## config.mk

```make
export PLATFORM = sky130hd
export DESIGN_NAME = rc_link_frame_receiver
export DESIGN_NICKNAME = d
export VERILOG_FILES = /design/src/rtl/core/rclr_pkg.sv /design/src/rtl/core/rclr_scale.sv /design/src/rtl/core/rclr_unpack.sv /design/src/rtl/core/rc_link_frame_receiver.sv
export SDC_FILE = /design/constraint.sdc
export NUM_CORES = 1
export LEC_CHECK = 0
export ABC_CLOCK_PERIOD_IN_PS = 5570
export BUFFER_PORTS_ARGS = -buffer_cell sky130_fd_sc_hd__buf_2
export CAP_MARGIN = 25
export CORE_MARGIN = 2
export CORE_UTILIZATION = 40
export DETAILED_ROUTE_END_ITERATION = 6
export GPL_ROUTABILITY_DRIVEN = 0
export PLACE_DENSITY = 0.55
export SYNTH_ARGS = -nofsm -noshare
export SYNTH_HDL_FRONTEND = slang
export SYNTH_SLANG_ARGS = --single-unit
```

## constraint.sdc

```tcl
create_clock -name clk -period 5.57 [get_ports clk]
set_clock_uncertainty 0.05 [all_clocks]
set_input_delay 0.2785 -clock clk [delete_from_list [all_inputs] [get_ports clk]]
set_output_delay 0.2785 -clock clk [all_outputs]
set_load 0.01 [all_outputs]
```

## src/rtl/core/rclr_pkg.sv

```systemverilog
// ----------------------------------------------------------------------------
// rclr_pkg
// shared types, constants and the crc-8 byte step for the rc link receiver
// ----------------------------------------------------------------------------
package rclr_pkg;

	localparam int FRAME_BYTES_MAX = 64;
	localparam int CHANNEL_COUNT   = 16;
	localparam int ADDR_W          = $clog2(FRAME_BYTES_MAX);
	localparam int LEN_W           = ADDR_W + 1;

	localparam logic [7:0] SYNC_BYTE = 8'hC8;
	localparam logic [7:0] CRC_POLY  = 8'hD5;
	localparam logic [7:0] LEN_MIN   = 8'd3;
	localparam logic [7:0] LEN_MAX   = 8'(FRAME_BYTES_MAX - 2);

	// first byte that holds channel bits
	localparam logic [ADDR_W-1:0] CH_BASE = ADDR_W'(3);

	localparam logic [10:0] RAW_MIN   = 11'd162;
	localparam logic [10:0] RAW_LOW   = 11'd191;
	localparam logic [10:0] RAW_HIGH  = 11'd1792;
	localparam logic [10:0] RAW_MAX   = 11'd1821;
	localparam logic [10:0] VAL_BASE  = 11'd1000;
	localparam int          SPAN      = 1601;
	localparam int          QUOT_BITS = 10;

	// register indexes
	localparam logic [1:0] REG_FRAME_TIMEOUT = 2'd0;
	localparam logic [1:0] REG_LINK_TIMEOUT  = 2'd1;
	localparam logic [1:0] REG_CHANNEL_TYPE  = 2'd2;

	// input operations
	localparam logic OP_BYTE = 1'b0;
	localparam logic OP_TICK = 1'b1;

	// result kinds
	localparam logic [1:0] KIND_CHANNEL  = 2'd0;
	localparam logic [1:0] KIND_CRC_BAD  = 2'd1;
	localparam logic [1:0] KIND_OTHER    = 2'd2;
	localparam logic [1:0] KIND_LINKLOST = 2'd3;

	typedef enum logic {
		ST_IDLE,
		ST_STATUS
	} top_state_t;

	typedef enum logic [2:0] {
		UP_IDLE,
		UP_FETCH,
		UP_LOAD,
		UP_SHIFT,
		UP_SCALE,
		UP_WAIT,
		UP_OUT
	} unpack_state_t;

	typedef enum logic [1:0] {
		SC_IDLE,
		SC_DIV,
		SC_DONE
	} scale_state_t;

	// frame store write port
	typedef struct packed {
		logic              en;
		logic [ADDR_W-1:0] addr;
		logic [7:0]        data;
	} store_wr_t;

	// channel result from the unpacker
	typedef struct packed {
		logic        emit;
		logic [3:0]  index;
		logic [10:0] value;
		logic        last;
	} chan_res_t;

	function automatic logic [7:0] crc8_step(input logic [7:0] crc, input logic [7:0] b);
		logic [7:0] c;
		c = crc ^ b;
		for (int k = 0; k < 8; k++) begin
			if (c[7]) begin
				c = {c[6:0], 1'b0} ^ CRC_POLY;
			end else begin
				c = {c[6:0], 1'b0};
			end
		end
		return c;
	endfunction

endpackage

```

## src/rtl/core/rclr_scale.sv

```systemverilog
// ----------------------------------------------------------------------------
// rclr_scale
// bounds and scales a raw channel to 1000..2000 (zero out of range) with a shift-subtract divider
// ----------------------------------------------------------------------------
module rclr_scale (
	input  logic        clk,
	input  logic        arst_n,
	input  logic        start,
	input  logic [10:0] raw,
	output logic        done,
	output logic [10:0] value
);

	localparam logic [20:0] DIV_TOP = 21'(rclr_pkg::SPAN * (2 ** (rclr_pkg::QUOT_BITS - 1)));

	rclr_pkg::scale_state_t state_q, state_d;
	logic [20:0] rem_q;
	logic [20:0] div_q;
	logic [9:0]  quot_q;
	logic [3:0]  step_q;
	logic        zero_q;
	logic [10:0] x;
	logic [20:0] prod;

	// clamp into the live band and form x * 1000
	always_comb begin
		if (raw < rclr_pkg::RAW_LOW) begin
			x = 11'd0;
		end else if (raw > rclr_pkg::RAW_HIGH) begin
			x = rclr_pkg::RAW_HIGH - rclr_pkg::RAW_LOW;
		end else begin
			x = raw - rclr_pkg::RAW_LOW;
		end
		prod = {x, 10'b0} - {6'b0, x, 4'b0} - {7'b0, x, 3'b0};
	end

	// next state
	always_comb begin
		state_d = state_q;
		case (state_q)
			rclr_pkg::SC_IDLE: begin
				if (start) begin
					state_d = rclr_pkg::SC_DIV;
				end
			end
			rclr_pkg::SC_DIV: begin
				if (zero_q || step_q == 4'(rclr_pkg::QUOT_BITS - 1)) begin
					state_d = rclr_pkg::SC_DONE;
				end
			end
			rclr_pkg::SC_DONE: state_d = rclr_pkg::SC_IDLE;
			default: state_d = rclr_pkg::SC_IDLE;
		endcase
	end

	always_ff @(posedge clk or negedge arst_n) begin
		if (!arst_n) begin
			state_q <= rclr_pkg::SC_IDLE;
		end else begin
			state_q <= state_d;
		end
	end

	// one quotient bit per cycle
	always_ff @(posedge clk) begin
		if (state_q == rclr_pkg::SC_IDLE && start) begin
			rem_q  <= prod;
			div_q  <= DIV_TOP;
			quot_q <= '0;
			step_q <= '0;
			zero_q <= (raw < rclr_pkg::RAW_MIN) || (raw > rclr_pkg::RAW_MAX);
		end else if (state_q == rclr_pkg::SC_DIV) begin
			if (rem_q >= div_q) begin
				rem_q  <= rem_q - div_q;
				quot_q <= {quot_q[8:0], 1'b1};
			end else begin
				quot_q <= {quot_q[8:0], 1'b0};
			end
			div_q  <= {1'b0, div_q[20:1]};
			step_q <= step_q + 4'd1;
		end
	end

	assign done  = (state_q == rclr_pkg::SC_DONE);
	assign value = zero_q ? 11'd0 : ({1'b0, quot_q} + rclr_pkg::VAL_BASE);

endmodule

```

## src/rtl/core/rclr_unpack.sv

```systemverilog
// ----------------------------------------------------------------------------
// rclr_unpack
// frame store and bit-serial channel unpacker, one channel bit per cycle while in the shift state
// ----------------------------------------------------------------------------
module rclr_unpack (
	input  logic                           clk,
	input  logic                           arst_n,
	input  rclr_pkg::store_wr_t            wr,
	input  logic [rclr_pkg::LEN_W-1:0]     total_len,
	input  logic                           start,
	input  logic                           out_free,
	output logic                           busy,
	output rclr_pkg::chan_res_t            res
);

	logic [7:0] mem [rclr_pkg::FRAME_BYTES_MAX];

	rclr_pkg::unpack_state_t state_q, state_d;
	logic [rclr_pkg::ADDR_W-1:0] rd_addr_q;
	logic [7:0]  rdata_q;
	logic        rd_valid_q;
	logic [7:0]  byte_q;
	logic [3:0]  bits_left_q;
	logic [10:0] raw_q;
	logic [3:0]  raw_cnt_q;
	logic [3:0]  ch_q;
	logic [10:0] value_q;
	logic        sc_start;
	logic        sc_done;
	logic [10:0] sc_value;
	logic        ch_last;

	// frame store, entries past the frame length read as zero
	always_ff @(posedge clk) begin
		if (wr.en) begin
			mem[wr.addr] <= wr.data;
		end
		if (state_q == rclr_pkg::UP_FETCH) begin
			rdata_q    <= mem[rd_addr_q];
			rd_valid_q <= ({1'b0, rd_addr_q} < total_len);
		end
	end

	assign ch_last = (ch_q == 4'(rclr_pkg::CHANNEL_COUNT - 1));

	// sequencer
	always_comb begin
		state_d  = state_q;
		sc_start = 1'b0;
		case (state_q)
			rclr_pkg::UP_IDLE: begin
				if (start) begin
					state_d = rclr_pkg::UP_FETCH;
				end
			end
			rclr_pkg::UP_FETCH: state_d = rclr_pkg::UP_LOAD;
			rclr_pkg::UP_LOAD:  state_d = rclr_pkg::UP_SHIFT;
			rclr_pkg::UP_SHIFT: begin
				if (raw_cnt_q == 4'd10) begin
					state_d = rclr_pkg::UP_SCALE;
				end else if (bits_left_q == 4'd1) begin
					state_d = rclr_pkg::UP_FETCH;
				end
			end
			rclr_pkg::UP_SCALE: begin
				sc_start = 1'b1;
				state_d  = rclr_pkg::UP_WAIT;
			end
			rclr_pkg::UP_WAIT: begin
				if (sc_done) begin
					state_d = rclr_pkg::UP_OUT;
				end
			end
			rclr_pkg::UP_OUT: begin
				if (out_free) begin
					if (ch_last) begin
						state_d = rclr_pkg::UP_IDLE;
					end else if (bits_left_q == 4'd0) begin
						state_d = rclr_pkg::UP_FETCH;
					end else begin
						state_d = rclr_pkg::UP_SHIFT;
					end
				end
			end
			default: state_d = rclr_pkg::UP_IDLE;
		endcase
	end

	always_ff @(posedge clk or negedge arst_n) begin
		if (!arst_n) begin
			state_q <= rclr_pkg::UP_IDLE;
		end else begin
			state_q <= state_d;
		end
	end

	// byte buffer, channel shift register and counters
	always_ff @(posedge clk) begin
		case (state_q)
			rclr_pkg::UP_IDLE: begin
				rd_addr_q <= rclr_pkg::CH_BASE;
				raw_cnt_q <= '0;
				ch_q      <= '0;
			end
			rclr_pkg::UP_LOAD: begin
				byte_q      <= rd_valid_q ? rdata_q : 8'd0;
				bits_left_q <= 4'd8;
				rd_addr_q   <= rd_addr_q + rclr_pkg::ADDR_W'(1);
			end
			rclr_pkg::UP_SHIFT: begin
				raw_q       <= {byte_q[0], raw_q[10:1]};
				byte_q      <= {1'b0, byte_q[7:1]};
				bits_left_q <= bits_left_q - 4'd1;
				raw_cnt_q   <= (raw_cnt_q == 4'd10) ? 4'd0 : raw_cnt_q + 4'd1;
			end
			rclr_pkg::UP_WAIT: begin
				if (sc_done) begin
					value_q <= sc_value;
				end
			end
			rclr_pkg::UP_OUT: begin
				if (out_free) begin
					ch_q <= ch_q + 4'd1;
				end
			end
			default: ;
		endcase
	end

	rclr_scale u_scale (
		.clk    (clk),
		.arst_n (arst_n),
		.start  (sc_start),
		.raw    (raw_q),
		.done   (sc_done),
		.value  (sc_value)
	);

	assign busy      = (state_q != rclr_pkg::UP_IDLE);
	assign res.emit  = (state_q == rclr_pkg::UP_OUT) && out_free;
	assign res.index = ch_q;
	assign res.value = value_q;
	assign res.last  = ch_last;

endmodule

```

## src/rtl/core/rc_link_frame_receiver.sv

```systemverilog
// ----------------------------------------------------------------------------
// rc_link_frame_receiver
// rc link frame receiver: sync hunt, crc-8 check and sixteen-channel decode
// ----------------------------------------------------------------------------
// A byte or tick is taken whenever s_tready is high; the crc is updated as
// each byte arrives. A good channel frame then unpacks its channels
// bit-serially from the frame store: per channel the eleven raw bits are
// shifted in one by one, with one or two byte fetches through the fetch and
// load states, then a scale and divide pass (cut short when the raw value is
// out of range) and an output state that waits for the output to be free; no
// input is taken while the channels unpack. Status results (crc mismatch,
// other frame type, link lost) wait in the status state for a free output.
// The frame store needs no clearing pass: bytes past the current frame
// length read as zero.
module rc_link_frame_receiver (
	input  logic        clk,
	input  logic        arst_n,
	// input stream
	input  logic        s_tvalid,
	output logic        s_tready,
	input  logic [7:0]  s_tdata,   // [7:0] rx_byte
	input  logic [0:0]  s_tuser,   // [0] operation
	// result stream
	output logic        m_tvalid,
	input  logic        m_tready,
	output logic [15:0] m_tdata,   // [3:0] channel_index, [14:4] channel_value, [15] link_lost
	output logic [1:0]  m_tuser,   // [1:0] kind
	output logic        m_tlast,
	// configuration writes
	input  logic        cfg_valid,
	output logic        cfg_ready,
	input  logic [1:0]  cfg_index,
	input  logic [15:0] cfg_data
);

	localparam int AW = rclr_pkg::ADDR_W;
	localparam int LW = rclr_pkg::LEN_W;

	rclr_pkg::top_state_t state_q, state_d;

	logic [7:0]    frame_to_q;
	logic [15:0]   link_to_q;
	logic [7:0]    ch_type_q;
	logic [AW-1:0] pos_q;
	logic [LW-1:0] total_q;
	logic [7:0]    frame_age_q;
	logic [15:0]   link_age_q;
	logic          lost_q;
	logic [7:0]    crc_q;
	logic [7:0]    type_q;
	logic [1:0]    status_kind_q;

	logic          accept;
	logic          is_tick;
	logic          out_free;
	logic          unpack_busy;
	logic [7:0]    frame_age_inc;
	logic [15:0]   link_age_inc;
	logic          frame_end;
	logic          crc_ok;
	logic          type_ok;
	logic          link_trip;
	logic          status_go;
	logic          unpack_go;
	rclr_pkg::store_wr_t wr;
	rclr_pkg::chan_res_t ch_res;

	assign accept    = s_tvalid && s_tready;
	assign is_tick   = (s_tuser[0] == rclr_pkg::OP_TICK);
	assign out_free  = !m_tvalid || m_tready;
	assign s_tready  = (state_q == rclr_pkg::ST_IDLE) && !unpack_busy;
	assign cfg_ready = 1'b1;

	// saturating ages and decisions for the current input
	always_comb begin
		frame_age_inc = (frame_age_q == 8'hFF) ? frame_age_q : frame_age_q + 8'd1;
		link_age_inc  = (link_age_q == 16'hFFFF) ? link_age_q : link_age_q + 16'd1;
		link_trip     = !lost_q && (link_age_inc >= link_to_q);
		frame_end     = (pos_q >= AW'(2)) && !(({1'b0, pos_q} + LW'(1)) < total_q);
		crc_ok        = (crc_q == s_tdata);
		type_ok       = (type_q == ch_type_q);
		status_go     = accept && (is_tick ? link_trip : (frame_end && !(crc_ok && type_ok)));
		unpack_go     = accept && !is_tick && frame_end && crc_ok && type_ok;
		wr.en         = accept && !is_tick && (pos_q >= AW'(2));
		wr.addr       = pos_q;
		wr.data       = s_tdata;
	end

	// configuration registers
	always_ff @(posedge clk or negedge arst_n) begin
		if (!arst_n) begin
			frame_to_q <= 8'd2;
			link_to_q  <= 16'd100;
			ch_type_q  <= 8'd22;
		end else if (cfg_valid && cfg_ready) begin
			case (cfg_index)
				rclr_pkg::REG_FRAME_TIMEOUT: frame_to_q <= cfg_data[7:0];
				rclr_pkg::REG_LINK_TIMEOUT:  link_to_q  <= cfg_data;
				rclr_pkg::REG_CHANNEL_TYPE:  ch_type_q  <= cfg_data[7:0];
				default: ;
			endcase
		end
	end

	// frame tracking, ages and link state
	always_ff @(posedge clk or negedge arst_n) begin
		if (!arst_n) begin
			pos_q       <= '0;
			total_q     <= '0;
			frame_age_q <= '0;
			link_age_q  <= '0;
			lost_q      <= 1'b1;
			crc_q       <= '0;
		end else if (accept) begin
			if (is_tick) begin
				frame_age_q <= frame_age_inc;
				link_age_q  <= link_age_inc;
				if ((pos_q != '0 && frame_age_inc >= frame_to_q) || link_trip) begin
					pos_q <= '0;
				end
				if (link_trip) begin
					lost_q <= 1'b1;
				end
			end else if (pos_q == '0) begin
				if (s_tdata == rclr_pkg::SYNC_BYTE) begin
					pos_q       <= AW'(1);
					frame_age_q <= '0;
					crc_q       <= '0;
				end
			end else if (pos_q == AW'(1)) begin
				if (s_tdata >= rclr_pkg::LEN_MIN && s_tdata <= rclr_pkg::LEN_MAX) begin
					total_q <= LW'(2) + LW'(s_tdata[AW-1:0]);
					pos_q   <= AW'(2);
				end else begin
					pos_q <= '0;
				end
			end else if (!frame_end) begin
				pos_q <= pos_q + AW'(1);
				crc_q <= rclr_pkg::crc8_step(crc_q, s_tdata);
			end else begin
				pos_q <= '0;
				if (crc_ok && type_ok) begin
					lost_q     <= 1'b0;
					link_age_q <= '0;
				end
			end
		end
	end

	// frame type byte capture and status result kind
	always_ff @(posedge clk) begin
		if (accept && !is_tick && pos_q == AW'(2)) begin
			type_q <= s_tdata;
		end
		if (status_go) begin
			if (is_tick) begin
				status_kind_q <= rclr_pkg::KIND_LINKLOST;
			end else if (!crc_ok) begin
				status_kind_q <= rclr_pkg::KIND_CRC_BAD;
			end else begin
				status_kind_q <= rclr_pkg::KIND_OTHER;
			end
		end
	end

	// status result sequencing
	always_comb begin
		state_d = state_q;
		case (state_q)
			rclr_pkg::ST_IDLE: begin
				if (status_go) begin
					state_d = rclr_pkg::ST_STATUS;
				end
			end
			rclr_pkg::ST_STATUS: begin
				if (out_free) begin
					state_d = rclr_pkg::ST_IDLE;
				end
			end
			default: state_d = rclr_pkg::ST_IDLE;
		endcase
	end

	always_ff @(posedge clk or negedge arst_n) begin
		if (!arst_n) begin
			state_q <= rclr_pkg::ST_IDLE;
		end else begin
			state_q <= state_d;
		end
	end

	rclr_unpack u_unpack (
		.clk       (clk),
		.arst_n    (arst_n),
		.wr        (wr),
		.total_len (total_q),
		.start     (unpack_go),
		.out_free  (out_free),
		.busy      (unpack_busy),
		.res       (ch_res)
	);

	// output register
	always_ff @(posedge clk or negedge arst_n) begin
		if (!arst_n) begin
			m_tvalid <= 1'b0;
		end else if ((state_q == rclr_pkg::ST_STATUS && out_free) || ch_res.emit) begin
			m_tvalid <= 1'b1;
		end else if (m_tready) begin
			m_tvalid <= 1'b0;
		end
	end

	always_ff @(posedge clk) begin
		if (state_q == rclr_pkg::ST_STATUS && out_free) begin
			m_tuser <= status_kind_q;
			m_tdata <= {lost_q, 11'd0, 4'd0};
			m_tlast <= 1'b1;
		end else if (ch_res.emit) begin
			m_tuser <= rclr_pkg::KIND_CHANNEL;
			m_tdata <= {lost_q, ch_res.value, ch_res.index};
			m_tlast <= ch_res.last;
		end
	end

endmodule

```

==> metrics.md <==
| Metric | Value |
|---|---|
| Outcome | finished clean |
| Sink Count | 739 |
| Post-CTS Resized | 0 |
| DR vias | 18,910 |
| Placeable Area | 81,980 um2 |
| Top cells by area, synth | edfxtp_1 55%, mux4_2 11%, dfrtp_1 5.8% |
| Number of max-cap violations | 0 |
| Max clock buf depth | 3 |
| Main synth FF type | edfxtp_1 |
| Worst Max-Slew Pin Slew | 956.6 ps |
| Synth cell types | 82 |
| Critical path launch point type | flip-flop |
| Clk Tree Root Cell | clkbuf_16 |
| Unrepaired setup endpoints after global routing | false |
| Leak pwr | 12.76 nW |
| Final Max Slew Viols | 0 |
| CTS clk-pin slew, worst paths | 60 ps |
| Dpl hpwl | 49,610 um |
| Util after Layout | 45.60% |
| Post-route DRC | 0 |
| PortBufs | 52 |
| Post-synth top area share | 54.86% |
| Arrival @ worst endpoint | 4760 ps |
| Yosys warning count | 0 |
| Die H | 291.5 um |
| Via-to-Cell Ratio | 5.488 |
| H-tree depth | 3 |
| Synth Instances | 2,212 |
| Die width | 291.5 um |
| VDD IR max | 243.1 uV |
| # rows | 105 |
| Routed Wire Length | 76,220 um |
| Final hold vios | 0 |
| Max Clk Rate | 225.0 MHz |
| Number of global-route vias before repair | 19,240 |
| Fill cells | 7,199 |
| Synth top cells by count | 604 x edfxtp_1, 186 x nand2_1, 168 x mux4_2, 161 x nor2_1, 101 x ha_1 |
| Largest net degree at the start of global routing | 69 |
| Most common cell in the netlist | edfxtp_1 |
| First-pass GRT wire length | 118,000 um |
| Crit-path max FO | 8 |
| Die area | 84,980 um2 |
| IO Pins | 54 |
| Crit path time final | 4445 ps |
| CTS Buf Count | 82 |
| Clock latency on the worst-skew pair | 640 ps |
| Min-delay worst type | input port to flip-flop |
| Average size of a mapped cell | 14.95 um2 |
| Detailed Routing Iterations Pass 1 | 6 |
| Initial core utilization | 40.33% |
| Initial antenna violation count | 1 |
| CP cell instances | nand3_1 -> o211ai_1 -> a21boi_1 -> fa_1 -> inv_1 -> ha_1 -> nand2_1 -> or4b_1 -> o21ai_1 -> o221ai_1 -> a211oi_1 -> xnor2_1 -> mux2i_1 |
| Post-synth EDFFs | 604 |
| Crit Path Class | flip-flop to flip-flop |
| PwrDens | 308.1 nW/um2 |
| WP data required | 5880 ps |
| # setup viols final | 0 |
| All-Layer GR Usage | 18.14% |
| Grt total ovfl | 0 |
| # diodes | 0 |
| Final #Nets | 2,448 |
| Most area-hungry cell type in the Yosys netlist | edfxtp_1 |
| Critical path's slowest cell | a21boi_1 |
| Drt wl/cell | 22.12 um |
| CTS tree | yes |
| Critical Path End Type | flip-flop |
| Syn_nets | 2,350 |
| Mapped cell area | 33,060 um2 |
| Synthesized flop and latch total | 739 |
| Layout cell share with drive strength beyond 1 | 17.30% |
| Hold path depth | 5 |
| Period Utilization, post-route | 79.81% |
| ANT nets after route | 0 |
| Layout area overhead | 13.05% |
| Initial DRC Count | 1,761 |
| Sequential-to-total area share from yosys stat | 64.35% |
| Setup TNS | 0 ps |
| Asr flop ratio synth | 11.50% |
| R2R depth | 13 |
| Headroom to the max-slew limit | 36.03% |
| Max incr delay on CP | 630 ps |
-- area by class of cell --
class	count	area [um2]	share of cell area, %
multi-input combinational	1287	11010	29.46
tap	1070	1339	3.582
sequential	739	21280	56.92
inverter	95	356.6	0.9540
timing repair buffer	105	813.3	2.176
clock inverter	46	397.9	1.064
clock buffer	104	2186	5.848
-- registers in the layout, indices dropped and copies added (netlist names), 6 cells and up --
register,cells
ch_type_q,8
u_unpack.rdata_q,8
m_tdata,16
u_unpack.raw_q,11
frame_age_q,8
total_q,7
u_unpack.rd_addr_q,6
crc_q,8
u_unpack.value_q,11
pos_q,6
link_to_q,16
u_unpack.u_scale.rem_q,21
type_q,8
frame_to_q,8
u_unpack.mem,512
u_unpack.u_scale.div_q,20
u_unpack.u_scale.quot_q,10
link_age_q,16
u_unpack.byte_q,8
-- cell usage in the layout, fill, tap and decap left out, types with 9 or more instances in the layout --
master,synthesis,layout
nand2_1,186,186
clkinv_2,0,16
buf_4,2,27
o31ai_1,14,14
dfxtp_1,50,50
xnor2_1,60,60
o21ai_0,29,29
o21ai_1,65,65
a21boi_1,9,9
dlygate4sd3_1,0,20
clkbuf_16,0,83
ha_1,101,101
a22o_1,12,12
buf_2,6,51
a21oi_1,89,89
nor2_1,161,161
and2_1,15,15
nand2b_1,17,17
nor4_1,10,10
or3_1,13,13
clkbuf_1,68,18
edfxtp_1,604,604
mux2_1,11,11
dfrtp_1,77,77
nand4_1,11,11
a21o_1,18,18
xor2_1,42,42
inv_1,90,90
mux2_2,17,17
mux4_2,168,168
nor2b_1,14,13
o21a_1,17,17
and3_1,17,17
clkinv_1,0,15
nand3_1,56,56
nor3_1,24,24
-- where the power goes --
group | switching, mW | internal [mW] | total, mW
Combinational | 0.186 | 0.104 | 0.291
Clock | 2.24 | 2.95 | 5.19
Sequential | 0.0230 | 6.01 | 6.04
-- stage by stage --
| step | cell area, um2 | hold slack, ps | worst slack, ps | total power [mW] | instances |
|---|---|---|---|---|---|
| floorplan | 33060 | -67.09 | 1578 | 6.282 | 2212 |
| finish | 37380 | 61.79 | 1125 | 11.52 | 3446 |
| global placement | 34520 | 261.9 | 1226 | 6.427 | 3272 |
| detailed placement | 34520 | 261.6 | 1106 | 6.437 | 3272 |
| global route | 37380 | 42.17 | 733.8 | 11.89 | 3446 |
| CTS | 37310 | 8.968 | 1105 | 11.66 | 3442 |
-- worst max-delay path: cells and delay by family, from the launching register on --
kind	cells	cell delay, ps
buffers and inverters	1	70
adder cells (fa/ha/maj)	2	850
AND/OR/NAND/NOR	3	730
flip-flops	1	450
XOR/XNOR	1	170
multiplexers	1	90
AO/OA/AOI/OAI	5	1790
-- worst paths after layout --
check                             startpoint  slack (ps)                    endpoint
max                        u_unpack.raw_q[2]        1120  u_unpack.u_scale.rem_q[17]
min                             cfg_index[0]          60               frame_to_q[1]
max reg2reg                u_unpack.raw_q[2]        1120  u_unpack.u_scale.rem_q[17]
min reg2reg                       m_tdata[7]         400                  m_tdata[7]
max in group asynchronous             arst_n        4330                  total_q[5]
min in group asynchronous             arst_n         140               link_age_q[1]
-- per-layer routing --
metal	global-route usage, %	up-vias	routed length [um]
li1	-	8674	-
met1	25.89	9676	34280
met2	29.44	478	36690
met3	2.191	85	3630
met4	4.966	0	1622
met5	0	-	0
-- timing repair --
action,in CTS,in global routing
endpoints found under the hold margin,81,0
hold buffers,20,0
setup buffers,0,0
-- cell families (layout without fill, tap and decap cells) --
family | after synthesis | after routing | synth area share, %
simple gates | 558 | 558 | 7.856
xor+xnor | 102 | 102 | 2.702
fa+ha+maj | 106 | 106 | 4.125
mux | 200 | 200 | 12.52
other cells | 1 | 1 | 0.01134
compound gates | 320 | 320 | 6.081
flops | 739 | 739 | 64.35
buf+inv | 186 | 350 | 2.361
Note: power is estimated with default switching activity, not from simulation.
